==> config.mk <==
export PLATFORM = sky130hd
export DESIGN_NAME = ramp_soak_profile_sequencer
export DESIGN_NICKNAME = d
export VERILOG_FILES = /design/src/hw/rtl/rsps_pkg.sv /design/src/hw/rtl/ramp_soak_profile_sequencer.sv
export SDC_FILE = /design/constraint.sdc
export NUM_CORES = 2
export LEC_CHECK = 0
export BUFFER_PORTS_ARGS = -buffer_cell sky130_fd_sc_hd__buf_4
export CAP_MARGIN = 30
export CORE_ASPECT_RATIO = 0.6
export CORE_MARGIN = 2
export CORE_UTILIZATION = 40
export CTS_CLUSTER_DIAMETER = 50
export DETAILED_ROUTE_END_ITERATION = 12
export PLACE_DENSITY = 0.64
export SLEW_MARGIN = 20
export SYNTH_ARGS = -nofsm -noshare
export SYNTH_HDL_FRONTEND = slang
export SYNTH_SLANG_ARGS = --single-unit
==> constraint.sdc <==
create_clock -name clk -period 11.5 [get_ports clk]
set_input_delay 0.575 -clock clk [delete_from_list [all_inputs] [get_ports clk]]
set_output_delay 0.575 -clock clk [all_outputs]
set_load 0.01 [all_outputs]
==> src/hw/rtl/rsps_pkg.sv <==
// Package for the ramp/soak profile sequencer.
// Holds the controller state type, item kind, run mode and ramp direction codes.
// No dependencies.
package rsps_pkg;

    localparam int MAX_STEPS_DEF = 16;
    localparam logic [15:0] AMBIENT_RESET = 16'd20;

    localparam logic [2:0] KIND_TICK  = 3'd0;
    localparam logic [2:0] KIND_START = 3'd1;
    localparam logic [2:0] KIND_STOP  = 3'd2;
    localparam logic [2:0] KIND_RESET = 3'd3;
    localparam logic [2:0] KIND_LOAD  = 3'd4;

    localparam logic [1:0] MODE_IDLE = 2'd0;
    localparam logic [1:0] MODE_RUN  = 2'd1;
    localparam logic [1:0] MODE_DONE = 2'd2;
    localparam logic [1:0] MODE_STOP = 2'd3;

    localparam logic [1:0] DIR_HEAT = 2'd0;
    localparam logic [1:0] DIR_COOL = 2'd1;
    localparam logic [1:0] DIR_HOLD = 2'd2;

    typedef enum logic [3:0] {
        ST_IDLE,
        ST_DECODE,
        ST_CATCH,
        ST_INTERP,
        ST_MUL,
        ST_DIV,
        ST_APPLY,
        ST_CHECK,
        ST_ADV,
        ST_RESULT
    } seq_state_t;

endpackage

==> src/hw/rtl/ramp_soak_profile_sequencer.sv <==
// Top level of the ramp/soak profile sequencer: control sequencer, step table,
// bit-serial multiplier and restoring divider for the target interpolation.
// Depends on rsps_pkg.

// A request is taken when start is high and busy is low; every request gives
// exactly one result, shown for one cycle with done high, and the receiver
// cannot hold it off. A tick that interpolates runs a 16-bit shift-add multiply
// of the temperature span by the elapsed seconds and a restoring divide by the
// step duration, one bit per cycle each, and a tick that moves to the next step
// also reads the table in ST_ADV. The step table clears at reset through
// per-entry valid bits, so no clearing pass is needed. busy stays high from
// acceptance until done.
module ramp_soak_profile_sequencer
    import rsps_pkg::*;
#(
    parameter int MAX_STEPS = MAX_STEPS_DEF
)
(
    input  logic        clk,
    input  logic        rst_n,
    input  logic        start,
    output logic        busy,
    input  logic [2:0]  kind,
    input  logic [3:0]  step_index,
    input  logic [15:0] step_setpoint,
    input  logic [15:0] step_duration,
    input  logic [7:0]  step_flags,
    input  logic        cfg_write,
    input  logic [15:0] cfg_data,
    output logic        done,
    output logic [1:0]  run_state,
    output logic [4:0]  step_number,
    output logic [15:0] target_temp,
    output logic [7:0]  drive_flags,
    output logic [1:0]  ramp_direction,
    output logic [31:0] profile_seconds,
    output logic [15:0] step_seconds
);

    localparam int AW = (MAX_STEPS > 1) ? $clog2(MAX_STEPS) : 1;
    localparam int PW = $clog2(MAX_STEPS + 1);
    localparam logic [4:0] MUL_LAST = 5'd15;
    localparam logic [4:0] DIV_LAST = 5'd31;

    seq_state_t state_reg, state_next;

    logic [2:0]  kind_reg;
    logic [3:0]  idx_reg;
    logic [15:0] sp_in_reg;
    logic [15:0] dur_in_reg;
    logic [7:0]  flg_in_reg;

    logic [15:0] ambient_reg;
    logic [1:0]  mode_reg, mode_next;
    logic [PW-1:0] ptr_reg, ptr_next;
    logic [15:0] ramp_reg, ramp_next;
    logic [15:0] target_reg, target_next;
    logic [31:0] total_reg, total_next;
    logic [15:0] sis_reg, sis_next;
    logic [7:0]  flags_reg, flags_next;
    logic [15:0] cur_sp_reg, cur_sp_next;
    logic [15:0] cur_dur_reg, cur_dur_next;
    logic        neg_reg, neg_next;
    logic [15:0] mcand_reg, mcand_next;
    logic [31:0] prod_reg, prod_next;
    logic [15:0] rem_reg, rem_next;
    logic [4:0]  cnt_reg, cnt_next;
    logic        done_reg, done_next;

    // Step table: {setpoint, duration, flags}, with valid bits cleared at reset.
    logic [39:0] mem [MAX_STEPS];
    logic [MAX_STEPS-1:0] vld_reg;
    logic [39:0] rd_q_reg;
    logic        rd_vld_reg;
    logic [AW-1:0] rd_addr;
    logic        mem_we;
    logic [AW-1:0] wr_addr;
    logic [39:0] rd_data;

    logic [16:0] diff;
    logic [16:0] mul_sum;
    logic [16:0] div_trial;
    logic        div_fit;
    logic [32:0] pos_sum;
    logic [PW-1:0] ptr_inc;
    logic        load_hit;

    assign busy            = (state_reg != ST_IDLE);
    assign done            = done_reg;
    assign run_state       = mode_reg;
    assign step_number     = 5'(ptr_reg);
    assign target_temp     = target_reg;
    assign drive_flags     = flags_reg;
    assign profile_seconds = total_reg;
    assign step_seconds    = sis_reg;

    always_comb
    begin
        if (32'(ptr_reg) >= MAX_STEPS)
            ramp_direction = DIR_HOLD;
        else if (cur_sp_reg > ramp_reg)
            ramp_direction = DIR_HEAT;
        else if (cur_sp_reg < ramp_reg)
            ramp_direction = DIR_COOL;
        else
            ramp_direction = DIR_HOLD;
    end

    assign rd_data   = rd_vld_reg ? rd_q_reg : 40'd0;
    assign wr_addr   = AW'(idx_reg);
    assign diff      = {1'b0, cur_sp_reg} - {1'b0, ramp_reg};
    assign mul_sum   = {1'b0, prod_reg[31:16]} + (prod_reg[0] ? {1'b0, mcand_reg} : 17'd0);
    assign div_trial = {rem_reg, prod_reg[31]};
    assign div_fit   = (div_trial >= {1'b0, cur_dur_reg});
    assign pos_sum   = {17'd0, ramp_reg} + {1'b0, prod_reg};
    assign ptr_inc   = ptr_reg + PW'(1);
    assign load_hit  = (32'(ptr_reg) == 32'(idx_reg));

    always_ff @(posedge clk)
    begin
        if (mem_we)
            mem[wr_addr] <= {sp_in_reg, dur_in_reg, flg_in_reg};
        rd_q_reg <= mem[rd_addr];
    end

    always_ff @(posedge clk or negedge rst_n)
    begin
        if (!rst_n)
        begin
            vld_reg    <= '0;
            rd_vld_reg <= 1'b0;
        end
        else
        begin
            if (mem_we)
                vld_reg[wr_addr] <= 1'b1;
            rd_vld_reg <= vld_reg[rd_addr];
        end
    end

    always_ff @(posedge clk or negedge rst_n)
    begin
        if (!rst_n)
        begin
            state_reg   <= ST_IDLE;
            kind_reg    <= KIND_TICK;
            idx_reg     <= '0;
            sp_in_reg   <= '0;
            dur_in_reg  <= '0;
            flg_in_reg  <= '0;
            ambient_reg <= AMBIENT_RESET;
            mode_reg    <= MODE_IDLE;
            ptr_reg     <= '0;
            ramp_reg    <= '0;
            target_reg  <= '0;
            total_reg   <= '0;
            sis_reg     <= '0;
            flags_reg   <= '0;
            cur_sp_reg  <= '0;
            cur_dur_reg <= '0;
            neg_reg     <= 1'b0;
            mcand_reg   <= '0;
            prod_reg    <= '0;
            rem_reg     <= '0;
            cnt_reg     <= '0;
            done_reg    <= 1'b0;
        end
        else
        begin
            state_reg   <= state_next;
            if (start && !busy)
            begin
                kind_reg   <= kind;
                idx_reg    <= step_index;
                sp_in_reg  <= step_setpoint;
                dur_in_reg <= step_duration;
                flg_in_reg <= step_flags;
            end
            if (cfg_write)
                ambient_reg <= cfg_data;
            mode_reg    <= mode_next;
            ptr_reg     <= ptr_next;
            ramp_reg    <= ramp_next;
            target_reg  <= target_next;
            total_reg   <= total_next;
            sis_reg     <= sis_next;
            flags_reg   <= flags_next;
            cur_sp_reg  <= cur_sp_next;
            cur_dur_reg <= cur_dur_next;
            neg_reg     <= neg_next;
            mcand_reg   <= mcand_next;
            prod_reg    <= prod_next;
            rem_reg     <= rem_next;
            cnt_reg     <= cnt_next;
            done_reg    <= done_next;
        end
    end

    always_comb
    begin
        state_next   = state_reg;
        mode_next    = mode_reg;
        ptr_next     = ptr_reg;
        ramp_next    = ramp_reg;
        target_next  = target_reg;
        total_next   = total_reg;
        sis_next     = sis_reg;
        flags_next   = flags_reg;
        cur_sp_next  = cur_sp_reg;
        cur_dur_next = cur_dur_reg;
        neg_next     = neg_reg;
        mcand_next   = mcand_reg;
        prod_next    = prod_reg;
        rem_next     = rem_reg;
        cnt_next     = cnt_reg;
        done_next    = 1'b0;
        mem_we       = 1'b0;
        rd_addr      = '0;

        case (state_reg)
            ST_IDLE:
            begin
                if (start)
                    state_next = ST_DECODE;
            end

            ST_DECODE:
            begin
                state_next = ST_RESULT;
                case (mode_reg)
                    MODE_IDLE:
                    begin
                        if (kind_reg == KIND_START)
                        begin
                            ptr_next   = '0;
                            total_next = '0;
                            sis_next   = '0;
                            ramp_next  = ambient_reg;
                            mode_next  = MODE_RUN;
                            state_next = ST_CATCH;
                        end
                        else if (kind_reg == KIND_LOAD && 32'(idx_reg) < MAX_STEPS)
                        begin
                            mem_we = 1'b1;
                            // Keep the cached current step in line with the table.
                            if (load_hit)
                            begin
                                cur_sp_next  = sp_in_reg;
                                cur_dur_next = dur_in_reg;
                            end
                        end
                    end
                    MODE_RUN:
                    begin
                        if (kind_reg == KIND_STOP)
                        begin
                            flags_next = '0;
                            mode_next  = MODE_STOP;
                        end
                        else
                        begin
                            total_next = total_reg + 32'd1;
                            if (sis_reg != 16'hFFFF)
                                sis_next = sis_reg + 16'd1;
                            state_next = ST_INTERP;
                        end
                    end
                    default:
                    begin
                        if (kind_reg == KIND_RESET)
                            mode_next = MODE_IDLE;
                    end
                endcase
            end

            ST_CATCH:
            begin
                cur_sp_next  = rd_data[39:24];
                cur_dur_next = rd_data[23:8];
                flags_next   = rd_data[7:0];
                state_next   = ST_RESULT;
            end

            ST_INTERP:
            begin
                if (cur_dur_reg == 16'd0)
                begin
                    target_next = cur_sp_reg;
                    state_next  = ST_CHECK;
                end
                else
                begin
                    neg_next   = diff[16];
                    mcand_next = diff[16] ? 16'(-diff) : diff[15:0];
                    prod_next  = {16'd0, sis_reg};
                    cnt_next   = '0;
                    state_next = ST_MUL;
                end
            end

            ST_MUL:
            begin
                // Shift-add: add the span into the high half, shift right one bit.
                prod_next = {mul_sum, prod_reg[15:1]};
                cnt_next  = cnt_reg + 5'd1;
                if (cnt_reg == MUL_LAST)
                begin
                    rem_next   = '0;
                    cnt_next   = '0;
                    state_next = ST_DIV;
                end
            end

            ST_DIV:
            begin
                // Restoring divide; the quotient shifts in where the dividend leaves.
                rem_next  = div_fit ? 16'(div_trial - {1'b0, cur_dur_reg}) : div_trial[15:0];
                prod_next = {prod_reg[30:0], div_fit};
                cnt_next  = cnt_reg + 5'd1;
                if (cnt_reg == DIV_LAST)
                    state_next = ST_APPLY;
            end

            ST_APPLY:
            begin
                if (neg_reg)
                    target_next = (prod_reg > {16'd0, ramp_reg}) ? 16'd0
                                                                 : ramp_reg - prod_reg[15:0];
                else
                    target_next = (pos_sum[32:16] != 17'd0) ? 16'hFFFF : pos_sum[15:0];
                state_next = ST_CHECK;
            end

            ST_CHECK:
            begin
                state_next = ST_RESULT;
                if (sis_reg >= cur_dur_reg)
                begin
                    if (32'(ptr_inc) >= MAX_STEPS)
                    begin
                        ptr_next  = PW'(MAX_STEPS);
                        mode_next = MODE_DONE;
                    end
                    else
                    begin
                        ptr_next   = ptr_inc;
                        rd_addr    = AW'(ptr_inc);
                        state_next = ST_ADV;
                    end
                end
            end

            ST_ADV:
            begin
                cur_sp_next  = rd_data[39:24];
                cur_dur_next = rd_data[23:8];
                if (rd_data[39:24] == 16'd0 && rd_data[23:8] == 16'd0)
                    mode_next = MODE_DONE;
                else
                begin
                    // The new step ramps from the setpoint of the one just ended.
                    ramp_next  = cur_sp_reg;
                    sis_next   = '0;
                    flags_next = rd_data[7:0];
                end
                state_next = ST_RESULT;
            end

            ST_RESULT:
            begin
                done_next  = 1'b1;
                state_next = ST_IDLE;
            end

            default:
            begin
                state_next = ST_IDLE;
            end
        endcase
    end

endmodule

==> flow_summary.ini <==
[outcome]
status = completed

[yosys]
synth.net_count = 3986
yosysWarnings = 0
synth-async-reset-ratio_pct = 29.31
syn_inst = 3794
ys.flop_type = edfxtp_1
synth-seq-cells = 962
ys_seq_area_share_pct = 59.75
ys_types = 106
synth_area_sq_um = 45320
syn-mean-instance-area_sq_um = 11.94
synth_edf_count = 640

[floorplanning]
die_area_sq_um = 116100
coreArea_sq_um = 112100
fp.dieH_microns = 264.7
die_w_microns = 438.5
fp-row-count = 95
io-pin-count = 150
initial_utilization_pct = 40.43

[timing]
setup_tns_ns = 0
grt_setup_unrepaired = false
worst_pin_slew_ns = 1.006
slew_violations = 0
timing.fmax_mhz = 213.5
fin_crit_sh_pct = 40.73
setup_violations = 0
hold_viol = 0
clock_skew_ns = 0.03732
relSlewSlack_pct = 32.92
period_needed_ns = 4.683
hold_slack_ns = 0.09277

[pwr]
p_clk_share_pct = 27.2
p_int_w = 0.007543
p_switching_w = 0.004514
comb_power_share_pct = 30.0
swShare_pct = 37.44
p_per_area_nw_per_um2 = 233.9
ir_drop_uv = 130.3
leakage_nw = 20.51
p_seq_share_pct = 42.9

[cts]
path_clk_slew_ns = 0.07
clkLatencyLatePin_ns = 0.71
tritoncts = yes
clk_path_buf_depth = 3
cts_root_buf = clkbuf_16
clock-sinks = 962
cts_buffers = 98
h-tree-depth = 3

[cells_and_area]
nFillCells = 10010
largest_reg_flops = 640
multi_input_area_sq_um = 17140
final_cell_mix = 640 x edfxtp_1, 290 x nand2_1, 280 x dfrtp_1, 219 x nor2_1, 210 x buf_4
area_growth_pct = 13.78
final_common_cell = edfxtp_1
regArea_sq_um = 27080
drive_gt1_share_pct = 13.79
nets = 4067
fin_area_sq_um = 51560

[global_route]
grt_remaining_overflow = 0
grt_pass1_vias = 30620
antenna_found_initial = 4
grt_first_pass_wirelength_microns = 209700
grt_start_max_net_pins = 206
grt_util_all_layers_pct = 24.10

[placement]
place_area_sq_um = 48160
place_hpwl_microns = 87590
port_buffers = 149
place_congestion = 0.9442

[critical_path]
cp-start-kind = flip-flop
crit_start = step_seconds[13]
cp.arrival_ns = 5.27
crit_chain = ha_1 -> nand4_1 -> nor2_1 -> a21oi_1 -> o211ai_1 -> a41o_2 -> buf_4 -> and3_4 -> buf_4 -> and3_1 -> a211oi_1 -> a211o_1
critPathRequiredTime_ns = 12.09
reg2reg_from = step_seconds[13]
crit_fanout = 78
path_class = reg -> reg
path_common_cell = buf_4
cpPeakStageDelay_ns = 0.75
crit_slowest_cell = buf_4
end_kind = flip-flop

[routing]
vias_per_cell = 5.990
drtAntennaViolNets = 0
drtIter0Drc = 4172
vias = 32720
detail_route.wl_per_cell_microns = 26.03
drc_errors = 0
routed_wl_microns = 142200
drtPass1Iterations = 7

[worst_hold_path]
worstHoldPathType = in -> reg
worstHoldStart = cfg_data[1]

[run]
maxCapViolCount = 0
cells in the mapped netlist, drive strengths merged (24+ instances only):
library cell,instances,share of area (%)
nand3,68,0.75
inv,98,0.81
xor2,37,0.72
nand4,30,0.41
a21oi,125,1.4
o21ai,214,2.4
nor3,89,0.98
ha,120,3.3
a311oi,46,0.90
mux2i,175,3.9
buf,54,0.60
a21o,29,0.48
a211o,44,0.85
or2,29,0.41
o211ai,141,2.4
clkbuf,189,1.6
dfxtp,40,1.8
dfrtp,280,15
edfxtp,640,42
and3,136,1.9
a211oi,115,1.9
xnor2,42,0.81
nor2b,24,0.34
nand2,294,2.4
or3,114,1.6
nor2,236,2.0
nor4,26,0.41
and2,27,0.37
nand2b,27,0.37
mux2,65,1.6
a31oi,33,0.49
final timing paths:
kind	end	slack, ns	cells after the start
setup / recovery	rd_q_reg[30]	6.82	12
hold / removal	ambient_reg[1]	0.09	2
setup reg to reg	rd_q_reg[30]	6.82	12
hold reg to reg	drive_flags[7]	0.46	1
max in group asynchronous	ambient_reg[3]	9.68	3
min in group asynchronous	profile_seconds[24]	0.51	2
per-stage QoR:
stage / setup WS [ns] / util (%) / power, W / std cells
2_1_floorplan: 6.738 / - / 0.007370 / 3794
3_3_place_gp: 6.739 / 42.93 / 0.008660 / 5267
3_5_place_dp: 6.885 / 42.97 / 0.008721 / 5270
4_1_cts: 6.844 / 45.88 / 0.01199 / 5455
5_1_grt: 6.564 / 46.00 / 0.01265 / 5462
6_report: 6.817 / 46.00 / 0.01206 / 5463
critical path, delay by kind of cell, from the launching register on:
family | cells | cell delay, ns
adders and majority gates | 1 | 0.35
AOI/OAI and AO/OA | 5 | 0.89
DFF | 1 | 0.47
buffers and inverters | 2 | 1.35
and+or+nand+nor | 4 | 1.37
layer usage:
layer  part of all wire, %  routed length [microns]  vias up  GRT usage [%]
met1                    47                    66520    16460          38.04
met3                   9.5                    13530      213          5.319
li1                      -                        -    14530              -
met5                0.0091                       13        -              0
met2                    41                    58960     1525          33.28
met4                   2.2                     3175        2          5.517
cells by family (layout without fill, tap and decap cells):
logic type | Yosys count | in the layout | synth area share (%)
other | 0 | 1 | 0
AND/OR/NAND/NOR | 1134 | 1134 | 12.59
XOR/XNOR | 79 | 79 | 1.527
buffers and inverters | 342 | 507 | 2.985
multiplexers | 240 | 240 | 5.481
AO/OA/AOI/OAI | 912 | 912 | 14.13
adder cells (fa/ha/maj) | 125 | 125 | 3.534
flip-flops | 962 | 962 | 59.75
cell type report:
cell class              count  share of cell area [%]
repair buffers            224                   3.538
clock buffers             125                   5.217
inverters                  99                  0.7207
flip-flops and latches    962                   52.52
diodes                      1                0.004853
multi-input cells        2490                   33.25
clock inverters            59                   1.102
well taps                1503                   3.647
what timing repair did:
item,in CTS,in global routing
endpoints found under the setup margin,0,0
buffers inserted,0,0
resized for setup,0,0
endpoints found under the hold margin,83,0
hold buffers,1,0
power groups by stage:
stage / registers (W) / logic [W] / clock network, W
6_report: 0.00517 / 0.00361 / 0.00328
5_1_grt: 0.00524 / 0.00395 / 0.00346
4_1_cts: 0.00515 / 0.00353 / 0.00332
3_5_place_dp: 0.00522 / 0.00350 / 0
3_3_place_gp: 0.00520 / 0.00346 / 0
2_1_floorplan: 0.00481 / 0.00256 / 0
(Power assumes the default switching activity.)
